$ cat config.mk
export PLATFORM = sky130hd
export DESIGN_NAME = burst_square_wave_generator_flat
export DESIGN_NICKNAME = d
export VERILOG_FILES = /design/src/rtl/bsq_pkg.sv /design/src/rtl/bsq_in_if.sv /design/src/rtl/bsq_out_if.sv /design/src/rtl/bsq_cfg_if.sv /design/src/rtl/bsq_ram.sv /design/src/rtl/bsq_div.sv /design/src/rtl/burst_square_wave_generator.sv /design/src/flat_wrapper.sv
export SDC_FILE = /design/constraint.sdc
export NUM_CORES = 1
export LEC_CHECK = 0
export ABC_AREA = 0
export BUFFER_PORTS_ARGS = -buffer_cell sky130_fd_sc_hd__buf_4
export CAP_MARGIN = 20
export CORE_UTILIZATION = 25
export DETAILED_ROUTE_END_ITERATION = 16
export GPL_ROUTABILITY_DRIVEN = 0
export GPL_TIMING_DRIVEN = 1
export PLACE_DENSITY = 0.42
export SLEW_MARGIN = 20
export SYNTH_ARGS = -nofsm -noshare
export SYNTH_HDL_FRONTEND = slang
export SYNTH_SLANG_ARGS = --single-unit
$ cat constraint.sdc
create_clock -name clk_i -period 9.3 [get_ports clk_i]
set_clock_uncertainty 0.1 [all_clocks]
set_input_delay 0.93 -clock clk_i [delete_from_list [all_inputs] [get_ports clk_i]]
set_output_delay 0.93 -clock clk_i [all_outputs]
set_load 0.02 [all_outputs]
$ cat src/rtl/bsq_pkg.sv
// Package for the burst square wave generator: sizes, codes, channel record.
// No dependencies; every other file of the block except bsq_ram refers to it by scoped names.
`default_nettype none
package bsq_pkg;

  // Channel count and default shared period
  localparam int CHANNELS       = 3;
  localparam int DEFAULT_PERIOD = 1000;

  // Field widths
  localparam int CH_W   = 2;
  localparam int MODE_W = 2;
  localparam int FREQ_W = 26;
  localparam int CNT_W  = 32;
  localparam int TICK_W = 16;
  localparam int CH_AW  = (CHANNELS > 1) ? $clog2(CHANNELS) : 1;

  // Configuration port
  localparam int CFG_IDX_W  = 2;
  localparam int CFG_DATA_W = 26;

  localparam logic [CFG_IDX_W-1:0] REG_CLK_HZ   = 2'd0;
  localparam logic [CFG_IDX_W-1:0] REG_MIN_HIGH = 2'd1;
  localparam logic [CFG_IDX_W-1:0] REG_MAX_HIGH = 2'd2;

  localparam logic [FREQ_W-1:0] CLK_HZ_RST   = 26'd24000000;
  localparam logic [TICK_W-1:0] MIN_HIGH_RST = 16'd1;
  localparam logic [TICK_W-1:0] MAX_HIGH_RST = 16'd65534;

  // Item modes
  localparam logic [MODE_W-1:0] MODE_COMPARE = 2'd0;
  localparam logic [MODE_W-1:0] MODE_START   = 2'd1;
  localparam logic [MODE_W-1:0] MODE_DUTY    = 2'd2;
  localparam logic [MODE_W-1:0] MODE_PERIOD  = 2'd3;

  localparam logic [CNT_W-1:0]  ENDLESS   = 32'hFFFF_FFFF;
  localparam logic [TICK_W-1:0] TICK_MAX  = 16'hFFFF;
  localparam logic [TICK_W-1:0] PERIOD_RST = TICK_W'(DEFAULT_PERIOD);

  // Per-channel state word held in the channel RAM
  typedef struct packed {
    logic [TICK_W-1:0] high_ticks;
    logic [TICK_W-1:0] low_ticks;
    logic [CNT_W-1:0]  bursts_left;
    logic [TICK_W-1:0] reload_point;
    logic              level;
    logic              running;
  } chan_rec_t;

  localparam int REC_W = $bits(chan_rec_t);

  localparam chan_rec_t REC_RST = '{
    high_ticks:   MIN_HIGH_RST,
    low_ticks:    TICK_W'(DEFAULT_PERIOD - 1),
    bursts_left:  ENDLESS,
    reload_point: '0,
    level:        1'b0,
    running:      1'b1
  };

endpackage
`default_nettype wire

$ cat src/rtl/bsq_in_if.sv
// Input channel of the burst square wave generator: valid/ready plus command word.
// Depends on bsq_pkg for field widths.
`default_nettype none
interface bsq_in_if;
  logic                          valid;
  logic                          ready;
  logic [bsq_pkg::MODE_W-1:0]    mode;
  logic [bsq_pkg::CH_W-1:0]      channel;
  logic [bsq_pkg::FREQ_W-1:0]    frequency;
  logic [bsq_pkg::CNT_W-1:0]     wave_count;
  logic [bsq_pkg::TICK_W-1:0]    high_time;
  logic [bsq_pkg::TICK_W-1:0]    period_ticks;

  modport source (output valid, mode, channel, frequency, wave_count, high_time,
                  period_ticks, input ready);
  modport sink   (input valid, mode, channel, frequency, wave_count, high_time,
                  period_ticks, output ready);
endinterface
`default_nettype wire

$ cat src/rtl/bsq_out_if.sv
// Result channel of the burst square wave generator: valid/ready plus status word.
// Depends on bsq_pkg for field widths.
`default_nettype none
interface bsq_out_if;
  logic                        valid;
  logic                        ready;
  logic [bsq_pkg::CH_W-1:0]    out_channel;
  logic                        pin_level;
  logic [bsq_pkg::TICK_W-1:0]  compare_value;
  logic                        active;
  logic                        status;

  modport source (output valid, out_channel, pin_level, compare_value, active, status,
                  input ready);
  modport sink   (input valid, out_channel, pin_level, compare_value, active, status,
                  output ready);
endinterface
`default_nettype wire

$ cat src/rtl/bsq_cfg_if.sv
// Configuration write channel: valid/ready, register index and write data.
// Depends on bsq_pkg for field widths.
`default_nettype none
interface bsq_cfg_if;
  logic                            valid;
  logic                            ready;
  logic [bsq_pkg::CFG_IDX_W-1:0]   index;
  logic [bsq_pkg::CFG_DATA_W-1:0]  data;

  modport source (output valid, index, data, input ready);
  modport sink   (input valid, index, data, output ready);
endinterface
`default_nettype wire

$ cat src/rtl/bsq_ram.sv
// Generic single-write, single-read RAM with a registered read port.
// No dependencies.
`default_nettype none
module bsq_ram #(
  parameter int WIDTH = 8,
  parameter int DEPTH = 4
) (
  input  wire logic                                   clk_i,
  input  wire logic                                   we_i,
  input  wire logic [((DEPTH > 1) ? $clog2(DEPTH) : 1)-1:0] waddr_i,
  input  wire logic [WIDTH-1:0]                       wdata_i,
  input  wire logic                                   re_i,
  input  wire logic [((DEPTH > 1) ? $clog2(DEPTH) : 1)-1:0] raddr_i,
  output      logic [WIDTH-1:0]                       rdata_o
);

  logic [WIDTH-1:0] mem_q [DEPTH];

  // write port
  always_ff @(posedge clk_i) begin
    if (we_i) begin
      mem_q[waddr_i] <= wdata_i;
    end
  end

  // registered read, holds between reads
  always_ff @(posedge clk_i) begin
    if (re_i) begin
      rdata_o <= mem_q[raddr_i];
    end
  end

endmodule
`default_nettype wire

$ cat src/rtl/bsq_div.sv
// Restoring divider, one quotient bit per cycle, for counter clock / frequency.
// Depends on bsq_pkg for the operand width.
`default_nettype none
module bsq_div (
  input  wire logic                        clk_i,
  input  wire logic                        rst_ni,
  input  wire logic                        start_i,
  input  wire logic [bsq_pkg::FREQ_W-1:0]  dividend_i,
  input  wire logic [bsq_pkg::FREQ_W-1:0]  divisor_i,
  output      logic                        done_o,
  output      logic [bsq_pkg::FREQ_W-1:0]  quot_o
);

  localparam int W      = bsq_pkg::FREQ_W;
  localparam int STEP_W = $clog2(W + 1);

  logic              busy_q, busy_d;
  logic              done_q, done_d;
  logic [STEP_W-1:0] step_q, step_d;
  logic [W-1:0]      rem_q, rem_d;
  logic [W-1:0]      quo_q, quo_d;
  logic [W-1:0]      dsr_q, dsr_d;
  logic [W:0]        trial;
  logic [W:0]        diff;

  // shift in the next dividend bit and try a subtract
  assign trial = {rem_q, quo_q[W-1]};
  assign diff  = trial - {1'b0, dsr_q};

  always_comb begin
    busy_d = busy_q;
    done_d = 1'b0;
    step_d = step_q;
    rem_d  = rem_q;
    quo_d  = quo_q;
    dsr_d  = dsr_q;
    if (start_i) begin
      busy_d = 1'b1;
      step_d = '0;
      rem_d  = '0;
      quo_d  = dividend_i;
      dsr_d  = divisor_i;
    end else if (busy_q) begin
      if (!diff[W]) begin
        rem_d = diff[W-1:0];
        quo_d = {quo_q[W-2:0], 1'b1};
      end else begin
        rem_d = trial[W-1:0];
        quo_d = {quo_q[W-2:0], 1'b0};
      end
      step_d = step_q + 1'b1;
      if (step_q == STEP_W'(W - 1)) begin
        busy_d = 1'b0;
        done_d = 1'b1;
      end
    end
  end

  always_ff @(posedge clk_i or negedge rst_ni) begin
    if (!rst_ni) begin
      busy_q <= 1'b0;
      done_q <= 1'b0;
      step_q <= '0;
    end else begin
      busy_q <= busy_d;
      done_q <= done_d;
      step_q <= step_d;
    end
  end

  // datapath, no reset
  always_ff @(posedge clk_i) begin
    rem_q <= rem_d;
    quo_q <= quo_d;
    dsr_q <= dsr_d;
  end

  assign done_o = done_q;
  assign quot_o = quo_q;

endmodule
`default_nettype wire

$ cat src/rtl/burst_square_wave_generator.sv
// Burst square wave generator: three compare-toggle channels whose state sits in a
// small RAM. Items are taken one at a time. A compare event, set duty or set period
// goes from acceptance to result through accept and RAM read, read data, then update
// and write back. A start command with nonzero frequency on a valid channel adds a
// divide step: the period comes from a serial divider that resolves one quotient bit
// per cycle. A waiting result holds the update stage until it is taken, while the
// next word is already accepted. Channel state after reset reads as its reset value
// through per-entry valid bits, so no clearing pass is needed.
`default_nettype none
module burst_square_wave_generator (
  input  wire logic   clk_i,
  input  wire logic   rst_ni,
  bsq_in_if.sink      in_i,
  bsq_out_if.source   out_o,
  bsq_cfg_if.sink     cfg_i
);

  localparam logic [1:0] S_IDLE = 2'd0;
  localparam logic [1:0] S_READ = 2'd1;
  localparam logic [1:0] S_DIV  = 2'd2;
  localparam logic [1:0] S_UPD  = 2'd3;

  localparam int TW = bsq_pkg::TICK_W;

  logic [1:0] state_q, state_d;

  // configuration registers
  logic [bsq_pkg::FREQ_W-1:0] clk_hz_q;
  logic [TW-1:0]              min_high_q;
  logic [TW-1:0]              max_high_q;
  logic [TW-1:0]              period_q, period_d;

  // captured input word
  logic [bsq_pkg::MODE_W-1:0] mode_q;
  logic [bsq_pkg::CH_W-1:0]   ch_q;
  logic                       ch_ok_q;
  logic [bsq_pkg::FREQ_W-1:0] freq_q;
  logic [bsq_pkg::CNT_W-1:0]  wcount_q;
  logic [TW-1:0]              hreq_q;
  logic [TW-1:0]              preq_q;

  logic [bsq_pkg::CHANNELS-1:0] written_q;

  logic                       in_fire;
  logic                       ch_ok_in;
  logic [3:0]                 ch_wide_in;
  logic [3:0]                 ch_wide_q;
  logic [bsq_pkg::CH_AW-1:0]  raddr;
  logic [bsq_pkg::CH_AW-1:0]  addr_q;
  logic [bsq_pkg::REC_W-1:0]  rdata;

  logic                       need_div;
  logic                       div_start;
  logic                       div_done;
  logic [bsq_pkg::FREQ_W-1:0] quot;

  bsq_pkg::chan_rec_t cur_rec;
  bsq_pkg::chan_rec_t nxt_rec;
  logic               status_c;
  logic [TW-1:0]      p_sat;
  logic [TW-1:0]      h_new;
  logic               upd_fire;

  // result register
  logic                      out_valid_q;
  logic [bsq_pkg::CH_W-1:0]  out_ch_q;
  logic                      out_level_q;
  logic [TW-1:0]             out_cmp_q;
  logic                      out_active_q;
  logic                      out_status_q;

  // input handshake and channel address
  assign in_i.ready = (state_q == S_IDLE);
  assign in_fire    = in_i.valid && in_i.ready;
  assign ch_wide_in = 4'(in_i.channel);
  assign ch_ok_in   = (ch_wide_in < 4'(bsq_pkg::CHANNELS));
  assign raddr      = ch_wide_in[bsq_pkg::CH_AW-1:0];
  assign ch_wide_q  = 4'(ch_q);
  assign addr_q     = ch_wide_q[bsq_pkg::CH_AW-1:0];

  // configuration writes are always taken
  assign cfg_i.ready = 1'b1;

  always_ff @(posedge clk_i or negedge rst_ni) begin
    if (!rst_ni) begin
      clk_hz_q   <= bsq_pkg::CLK_HZ_RST;
      min_high_q <= bsq_pkg::MIN_HIGH_RST;
      max_high_q <= bsq_pkg::MAX_HIGH_RST;
    end else if (cfg_i.valid) begin
      unique case (cfg_i.index)
        bsq_pkg::REG_CLK_HZ:   clk_hz_q   <= cfg_i.data;
        bsq_pkg::REG_MIN_HIGH: min_high_q <= cfg_i.data[TW-1:0];
        bsq_pkg::REG_MAX_HIGH: max_high_q <= cfg_i.data[TW-1:0];
        default: ;
      endcase
    end
  end

  // capture the accepted word
  always_ff @(posedge clk_i) begin
    if (in_fire) begin
      mode_q   <= in_i.mode;
      ch_q     <= in_i.channel;
      ch_ok_q  <= ch_ok_in;
      freq_q   <= in_i.frequency;
      wcount_q <= in_i.wave_count;
      hreq_q   <= in_i.high_time;
      preq_q   <= in_i.period_ticks;
    end
  end

  // channel state RAM, read at accept, written back at update
  bsq_ram #(
    .WIDTH (bsq_pkg::REC_W),
    .DEPTH (bsq_pkg::CHANNELS)
  ) u_chan_ram (
    .clk_i   (clk_i),
    .we_i    (upd_fire && ch_ok_q),
    .waddr_i (addr_q),
    .wdata_i (nxt_rec),
    .re_i    (in_fire && ch_ok_in),
    .raddr_i (raddr),
    .rdata_o (rdata)
  );

  // period divider
  assign need_div  = (mode_q == bsq_pkg::MODE_START) && (freq_q != '0) && ch_ok_q;
  assign div_start = (state_q == S_READ) && need_div;

  bsq_div u_div (
    .clk_i      (clk_i),
    .rst_ni     (rst_ni),
    .start_i    (div_start),
    .dividend_i (clk_hz_q),
    .divisor_i  (freq_q),
    .done_o     (div_done),
    .quot_o     (quot)
  );

  // unwritten entries read as their reset value
  assign cur_rec = written_q[addr_q] ? bsq_pkg::chan_rec_t'(rdata) : bsq_pkg::REC_RST;
  assign p_sat   = (|quot[bsq_pkg::FREQ_W-1:TW]) ? bsq_pkg::TICK_MAX : quot[TW-1:0];

  // record update per mode
  always_comb begin
    nxt_rec  = cur_rec;
    period_d = period_q;
    status_c = 1'b0;
    h_new    = hreq_q;
    unique case (mode_q)
      bsq_pkg::MODE_COMPARE: begin
        if (ch_ok_q && cur_rec.running) begin
          nxt_rec.level = ~cur_rec.level;
          if (!cur_rec.level) begin
            nxt_rec.reload_point = cur_rec.reload_point + cur_rec.high_ticks;
          end else begin
            nxt_rec.reload_point = cur_rec.reload_point + cur_rec.low_ticks;
            if (cur_rec.bursts_left != bsq_pkg::ENDLESS) begin
              if (cur_rec.bursts_left != '0) begin
                nxt_rec.bursts_left = cur_rec.bursts_left - 1'b1;
                if (cur_rec.bursts_left == bsq_pkg::CNT_W'(1)) begin
                  nxt_rec.running = 1'b0;
                end
              end else begin
                nxt_rec.running = 1'b0;
              end
            end
          end
        end
      end
      bsq_pkg::MODE_START: begin
        if (freq_q == '0) begin
          status_c = 1'b1;
        end else if (ch_ok_q) begin
          h_new               = {1'b0, p_sat[TW-1:1]};
          period_d            = p_sat;
          nxt_rec.high_ticks  = h_new;
          nxt_rec.low_ticks   = p_sat - h_new;
          nxt_rec.bursts_left = wcount_q;
          nxt_rec.running     = 1'b1;
        end
      end
      bsq_pkg::MODE_DUTY: begin
        // clamp to max first, then min wins
        if (hreq_q > max_high_q) begin
          h_new = max_high_q;
        end
        if (h_new < min_high_q) begin
          h_new = min_high_q;
        end
        if (ch_ok_q) begin
          nxt_rec.high_ticks = h_new;
          nxt_rec.low_ticks  = period_q - h_new;
        end
      end
      bsq_pkg::MODE_PERIOD: begin
        period_d = preq_q;
      end
      default: ;
    endcase
  end

  assign upd_fire = (state_q == S_UPD) && (!out_valid_q || out_o.ready);

  // sequencer
  always_comb begin
    state_d = state_q;
    unique case (state_q)
      S_IDLE: if (in_fire)  state_d = S_READ;
      S_READ: state_d = need_div ? S_DIV : S_UPD;
      S_DIV:  if (div_done) state_d = S_UPD;
      S_UPD:  if (upd_fire) state_d = S_IDLE;
      default: state_d = S_IDLE;
    endcase
  end

  always_ff @(posedge clk_i or negedge rst_ni) begin
    if (!rst_ni) begin
      state_q     <= S_IDLE;
      period_q    <= bsq_pkg::PERIOD_RST;
      written_q   <= '0;
      out_valid_q <= 1'b0;
    end else begin
      state_q <= state_d;
      if (upd_fire) begin
        period_q    <= period_d;
        out_valid_q <= 1'b1;
        if (ch_ok_q) begin
          written_q[addr_q] <= 1'b1;
        end
      end else if (out_o.ready) begin
        out_valid_q <= 1'b0;
      end
    end
  end

  // result word
  always_ff @(posedge clk_i) begin
    if (upd_fire) begin
      out_ch_q     <= ch_q;
      out_level_q  <= ch_ok_q & nxt_rec.level;
      out_cmp_q    <= ch_ok_q ? nxt_rec.reload_point : '0;
      out_active_q <= ch_ok_q & nxt_rec.running;
      out_status_q <= ch_ok_q & status_c;
    end
  end

  assign out_o.valid         = out_valid_q;
  assign out_o.out_channel   = out_ch_q;
  assign out_o.pin_level     = out_level_q;
  assign out_o.compare_value = out_cmp_q;
  assign out_o.active        = out_active_q;
  assign out_o.status        = out_status_q;

endmodule
`default_nettype wire
$ cat src/flat_wrapper.sv
// flat-port wrapper written by rule: the top's interface ports become plain ports
module burst_square_wave_generator_flat 
  (clk_i, rst_ni, in_i_valid, in_i_mode, in_i_channel, in_i_frequency, in_i_wave_count, in_i_high_time, in_i_period_ticks, in_i_ready, out_o_valid, out_o_out_channel, out_o_pin_level, out_o_compare_value, out_o_active, out_o_status, out_o_ready, cfg_i_valid, cfg_i_index, cfg_i_data, cfg_i_ready);
  bsq_in_if in_i_i ();
  bsq_out_if out_o_i ();
  bsq_cfg_if cfg_i_i ();
  input  wire logic clk_i;
  input  wire logic rst_ni;
  input wire logic [$bits(in_i_i.valid)-1:0] in_i_valid;
  input wire logic [$bits(in_i_i.mode)-1:0] in_i_mode;
  input wire logic [$bits(in_i_i.channel)-1:0] in_i_channel;
  input wire logic [$bits(in_i_i.frequency)-1:0] in_i_frequency;
  input wire logic [$bits(in_i_i.wave_count)-1:0] in_i_wave_count;
  input wire logic [$bits(in_i_i.high_time)-1:0] in_i_high_time;
  input wire logic [$bits(in_i_i.period_ticks)-1:0] in_i_period_ticks;
  output wire logic [$bits(in_i_i.ready)-1:0] in_i_ready;
  output wire logic [$bits(out_o_i.valid)-1:0] out_o_valid;
  output wire logic [$bits(out_o_i.out_channel)-1:0] out_o_out_channel;
  output wire logic [$bits(out_o_i.pin_level)-1:0] out_o_pin_level;
  output wire logic [$bits(out_o_i.compare_value)-1:0] out_o_compare_value;
  output wire logic [$bits(out_o_i.active)-1:0] out_o_active;
  output wire logic [$bits(out_o_i.status)-1:0] out_o_status;
  input wire logic [$bits(out_o_i.ready)-1:0] out_o_ready;
  input wire logic [$bits(cfg_i_i.valid)-1:0] cfg_i_valid;
  input wire logic [$bits(cfg_i_i.index)-1:0] cfg_i_index;
  input wire logic [$bits(cfg_i_i.data)-1:0] cfg_i_data;
  output wire logic [$bits(cfg_i_i.ready)-1:0] cfg_i_ready;
  assign in_i_i.valid = in_i_valid;
  assign in_i_i.mode = in_i_mode;
  assign in_i_i.channel = in_i_channel;
  assign in_i_i.frequency = in_i_frequency;
  assign in_i_i.wave_count = in_i_wave_count;
  assign in_i_i.high_time = in_i_high_time;
  assign in_i_i.period_ticks = in_i_period_ticks;
  assign in_i_ready = in_i_i.ready;
  assign out_o_valid = out_o_i.valid;
  assign out_o_out_channel = out_o_i.out_channel;
  assign out_o_pin_level = out_o_i.pin_level;
  assign out_o_compare_value = out_o_i.compare_value;
  assign out_o_active = out_o_i.active;
  assign out_o_status = out_o_i.status;
  assign out_o_i.ready = out_o_ready;
  assign cfg_i_i.valid = cfg_i_valid;
  assign cfg_i_i.index = cfg_i_index;
  assign cfg_i_i.data = cfg_i_data;
  assign cfg_i_ready = cfg_i_i.ready;
  burst_square_wave_generator u_core (.clk_i(clk_i), .rst_ni(rst_ni), .in_i(in_i_i), .out_o(out_o_i), .cfg_i(cfg_i_i));
endmodule
# Word level (Yosys, flattened, before mapping)
# Memories as Yosys holds them, arrays and structs flattened. A register that Yosys moved wholly into a read port is not among the register bits.
# Index checks and enable logic that the tools add are counted.
dict set report word_totals {
  regBits 281
  ramBits 246
  mem_count 1
  in_bits 127
  out_inout_bits 24
  elab_cells 140
}
# name words word_bits rd rd_ports_with_merged_regs wr line
set mem_list {}
lappend mem_list {u_core.u_chan_ram.mem_q 3 82 1 1 1 bsq_ram.sv:17} ;# logic [WIDTH-1:0] mem_q [DEPTH];
dict set report op_classes {
  eq_ne 16
  n_lt_le_gt_ge 5
  bitwise 5
  n_addsub 7
  n_reduce_logical 27
  muxes 54
}
# cell n
set op_table {}
lappend op_table {{$mux 16} 8}
lappend op_table {{$mux 32} 4}
lappend op_table {{$mux 64} 2}
lappend op_table {{$pmux 32 s2} 2}
lappend op_table {{$mux 82} 1}
lappend op_table {{$mux 26} 3}
lappend op_table {{$mux 50} 1}
lappend op_table {{$add 16x16->16} 2}
lappend op_table {{$eq 32x1->1 const B} 1}
lappend op_table {{$ne 32x32->1 const B} 1}
lappend op_table {{$pmux 16 s2} 1}
lappend op_table {{$reduce_bool 32->1} 1}
lappend op_table {{$sub 32x1->32 const B} 1}
lappend op_table {{$sub 27x26->27} 1}
lappend op_table {{$logic_not 26->1} 1}
lappend op_table {{$reduce_bool 26->1} 1}
lappend op_table {{$mux 1} 22}
lappend op_table {{$mux 17} 1}
lappend op_table {{$gt 16x16->1} 1}
lappend op_table {{$lt 16x16->1} 1}
lappend op_table {{$sub 16x15->16} 1}
lappend op_table {{$sub 16x16->16} 1}
lappend op_table {{$eq 2x2->1 const B} 5}
lappend op_table {{$mux 5} 2}
lappend op_table {{25 further kinds} 49}

# Logic depth before layout (Yosys ltp)
dict set report depth {
  word_depth 11
  depth_mapped 30
  ltp_nobuf 27
}

# By module
# Synthesis repeated with hierarchy kept, for this count alone.
dict set report unflattened {
  hier_cells 2514
  area_unflattened_um2 30086.4
}
# module n_inst seq_area_each_um2 area_each_um2 cells_per_inst
set modules_own_cells {}
lappend modules_own_cells {burst_square_wave_generator 1 5525.3 13331.5 1406}
lappend modules_own_cells {bsq_ram 1 9849.4 11683.7 604}
lappend modules_own_cells {bsq_div 1 2257.2 5071.1 504}

# Worst setup path before layout
# OpenSTA, ideal clock, no wires.
dict set report synth_path {
  path_kind {input-to-reg}
  start {in out_o_ready}
  end {reg u_core.written_q[2] in the netlist's numbering}
  cell_stages 5
  setup_slack_ns 0.565
  arrival_ns 8.532
  required_time_ns 9.098
  cell_sequence {nand2b_1 > and2_1 > nand2_1 > nor3b_1 > or2_2}
}
dict set report synth_via {
  elab_chain_len 3
}
# item line
set synth_lines {}
lappend synth_lines {{start: declaration} flat_wrapper.sv:23} ;# input wire logic [$bits(out_o_i.ready)-1:0] out_o_ready;
lappend synth_lines {{$logic_or 1x1->1} burst_square_wave_generator.sv:203} ;# assign upd_fire = (state_q == S_UPD) && (!out_valid_q || out_o.ready);
lappend synth_lines {{$logic_and 1x1->1} burst_square_wave_generator.sv:203}
lappend synth_lines {{via u_core.upd_fire} burst_square_wave_generator.sv:62} ;# logic upd_fire;
lappend synth_lines {{$reduce_and 2->1 (no line)} --}
lappend synth_lines {{end signal: assignment} burst_square_wave_generator.sv:221} ;# written_q <= '0;
lappend synth_lines {{end signal: indexed assignment} burst_square_wave_generator.sv:229} ;# written_q[addr_q] <= 1'b1;
lappend synth_lines {{end: declaration} burst_square_wave_generator.sv:42} ;# logic [bsq_pkg::CHANNELS-1:0] written_q;
# The timed path passes the listed nets, and every way through them passes these cells.
# A chain may end at the register's enable or synchronous reset.

==> impl_metrics.env <==
export IMPL_status="finished, final reports clean"
export IMPL_synth_warnings=0
export IMPL_die_h_um=345
export IMPL_grt_use_total_pct=13.7
export IMPL_hold_buffers=0
export IMPL_drive_gt1_share_pct=17.1
export IMPL_slew_headroom_pct=25.1
export IMPL_worst_slew_pin_slew_ns=1.12
export IMPL_hold_viol_final=0
export IMPL_period_share_pct=80.2
export IMPL_route_met3_wl_mm=3.43
export IMPL_p_per_area_nw_per_um2=287
export IMPL_drt_iter0_markers=1167
export IMPL_synth_seq_cells=609
export IMPL_syn_inst=2439
export IMPL_grt_overflow_total=0
export IMPL_rsz0062_at_grt="no"
export IMPL_total_power_w=0.00998
export IMPL_leakage_nw=13.1
export IMPL_cts_buffer_depth=3
export IMPL_period_needed_ns=7.46
export IMPL_cts_tree="built"
export IMPL_drv_cap=0
export IMPL_cp_data_required_time_ns=9.57
export IMPL_grt_pass1_vias=20200
export IMPL_hp_class="in -> async"
export IMPL_ios=151
export IMPL_syn_area_um2=29400
export IMPL_antenna_left=0
export IMPL_cts_resized=0
export IMPL_synth_edf_count=496
export IMPL_drt_wirelength_per_cell_um=19.5
export IMPL_antenna_found_initial=0
export IMPL_r2r_setup_slack_ns=1.84
export IMPL_start_util_pct=25.3
export IMPL_cp_max_fo=17
export IMPL_ys_flop_type="edfxtp_1"
export IMPL_cts_buffers_inserted=75
export IMPL_final_max_slew_viol_count=0
export IMPL_cts_root_buf="clkbuf_16"
export IMPL_avgSynthCellArea_um2=12.1
export IMPL_coreArea_um2=116000
export IMPL_ys_seq_area_share_pct=60.0
export IMPL_grt_max_degree=78
export IMPL_dpl_hpwl_mm=54.3
export IMPL_num_rows=125
export IMPL_clk_latency_ns=0.65
export IMPL_synthDominantAreaCellType="edfxtp_1"
export IMPL_die_area_um2=119000
export IMPL_maxUsedRoutingLayer="met4"
export IMPL_synth_top_area_share_pct=50.6
export IMPL_post_cts_setup_buffer_count=0
export IMPL_nets=2847
export IMPL_clock_fmax_mhz=134
export IMPL_p_sw_w=0.00342
export IMPL_p_seq_share_pct=39.4
export IMPL_die_width_um=345
export IMPL_clock_sinks=609
export IMPL_met1_length_mm=38.7
export IMPL_drc=0
export IMPL_yosysUniqueCellTypes=89
export IMPL_tns_ns=0
export IMPL_area_growth_pct=18.3
export IMPL_async_flop_share_pct=14.3
export IMPL_h_tree_depth=3
export IMPL_path_clk_slew_ns=0.06
export IMPL_met2_length_mm=37.7
export IMPL_port_buffers=149
export IMPL_crit_path_start_kind="flip-flop"
export IMPL_viasPerCell=4.70
export IMPL_grt_pass1_wl_mm=124
export IMPL_worst_setup_path_end_kind="flip-flop"
export IMPL_synth_nets=2687
export IMPL_critPathKind="reg -> reg"
export IMPL_worstPathArrival_ns=7.73
export IMPL_vias=19700
export IMPL_internal_power_w=0.00656
export IMPL_setup_violations=0
export IMPL_n_antenna_cell=0
export IMPL_power_frac_clock_pct=28.9
export IMPL_wirelength_mm=81.5
export IMPL_synthTopCellsByArea="edfxtp_1 (51%), ha_1 (5.0%), mux2i_1 (4.7%), dfrtp_1 (4.7%), nand2_1 (3.6%)"
export IMPL_p_comb_share_pct=31.8
export IMPL_firstDrtPassIters=5
export IMPL_peakVddDrop_uv=136
export IMPL_sw_frac_of_total_pct=34.3
## synthesized netlist by cell type, drive strengths merged (15+ instances only)
library cell and instances:
a211oi 20, a21o 24, a21oi 111, a22o 17
a31oi 15, and2 37, buf 25, clkbuf 80
dfrtp 55, dfstp 32, dfxtp 26, edfxtp 496
ha 117, inv 111, mux2 76, mux2i 138
nand2 284, nand3 32, nand4 32, nor2 151
nor3 35, nor4 20, o211ai 15, o21ai 189
o22ai 23, or3 21, xnor2 37, xor2 25
## kinds of logic (layout without fill, tap and decap cells)
group	after synthesis	after routing	share of synthesized area, %
AND/OR/NAND/NOR	696	696	11.4
AO/OA/AOI/OAI	519	519	11.1
other	1	1	0.0128
flip-flops	609	609	60.0
buffers and inverters	217	438	2.86
adder cells (fa/ha/maj)	121	121	5.25
XOR/XNOR	62	62	1.85
multiplexers	214	214	7.61
## layer usage
| metal | GRT usage, % | up-vias |
|---|---|---|
| li1 | - | 9400 |
| met1 | 18.7 | 9771 |
| met2 | 22.2 | 380 |
| met3 | 2.45 | 104 |
| met4 | 3.61 | 0 |
| met5 | 0 | - |
## state kept, by name, summed over array words and instances (netlist names), 26 cells and up
signal,flops
u_core.u_chan_ram.mem_q,246
u_core.u_div.rem_q,26
u_core.freq_q,26
u_core.clk_hz_q,26
u_core.u_chan_ram.rdata_o,82
u_core.u_div.dsr_q,26
u_core.u_div.quot_o,26
u_core.wcount_q,32
## area by class of cell
| class | count | area, µm² |
|---|---|---|
| Sequential cell | 609 | 17600 |
| Tap cell | 1524 | 1910 |
| Clock buffer | 101 | 2060 |
| Inverter | 112 | 420 |
| Clock inverter | 37 | 364 |
| Multi-Input combinational cell | 1613 | 11000 |
| Fill cell | 11900 | 81600 |
| Timing Repair Buffer | 188 | 1410 |
## power by group through the flow
stage | registers [W] | clock network (W) | logic [W]
2_1_floorplan | 0.00393 | 0 | 0.00225
3_3_place_gp | 0.00397 | 0 | 0.00313
3_5_place_dp | 0.00398 | 0 | 0.00319
4_1_cts | 0.00393 | 0.00298 | 0.00320
5_1_grt | 0.00398 | 0.00307 | 0.00355
6_report | 0.00393 | 0.00288 | 0.00317
## cell usage in the layout (no fill, tap or decap), types with 9 or more instances in the layout
cell         n
nor2_1     150
buf_4      188
a21o_1      24
nand2b_1    13
dfstp_2     32
nor4_1      16
o22ai_1     23
nand3_1     31
nor3_1      30
o221ai_1    13
o211ai_1    14
a211oi_1    20
a22o_1      17
inv_1      111
a21oi_1    109
a31oi_1     13
xor2_1      25
nand2_1    283
clkbuf_16   76
mux2i_1    138
or2_2       11
nand3b_1     9
xnor2_1     37
edfxtp_1   496
clkinv_2     9
nor2b_1     10
o21a_1      13
ha_1       117
clkbuf_1    19
or3_1       20
o21ai_0    183
clkinv_1    13
and2_1      34
nand4_1     32
dfrtp_1     55
mux2_2      75
dfxtp_1     26
## through the flow
step	setup slack, ns	hold slack (ns)	utilization [%]	std cells	instance area, µm²
CTS	1.81	0.129	29.9	4184	34800
floorplan	0.565	0.327	-	2439	29400
global placement	1.94	0.341	27.8	4046	32400
detailed placement	1.87	0.338	27.8	4046	32400
global route	1.26	0.170	29.9	4184	34800
finish	1.84	0.157	29.9	4184	34800
## critical path, stage by stage (launching register included)
cell and delay, ns:
dfstp_2 0.53, inv_1 0.04, ha_1 0.30, nand4_1 0.20, a2111o_1 0.45, a31oi_2 0.92, mux2_2 0.45, ha_1 0.30
a21o_1 0.11, a21o_1 0.11, a21oi_1 0.06, o221ai_1 0.28, nor2_1 0.12, a21oi_2 0.24, buf_4 0.32, mux2i_1 0.33
ha_1 0.31, o21ai_0 0.11, a21oi_1 0.13, o21ai_0 0.38, a211oi_1 0.22, o31a_1 0.36, o41ai_1 0.37, mux2i_1 0.15
a221o_1 0.30
## final timing paths
kind                                  startpoint  cells past startpoint                        endpoint
min in group clk_i             u_core.freq_q[12]                      0          u_core.u_div.dsr_q[12]
hold / removal                            rst_ni                      1            u_core.min_high_q[1]
hold reg to reg                u_core.freq_q[12]                      0          u_core.u_div.dsr_q[12]
max in group asynchronous                 rst_ni                      2             u_core.period_q[12]
setup reg to reg           u_core.max_high_q[11]                     24  u_core.u_chan_ram.mem_q[0][63]
setup / recovery           u_core.max_high_q[11]                     24  u_core.u_chan_ram.mem_q[0][63]
Note: power is estimated with default switching activity, not from simulation.
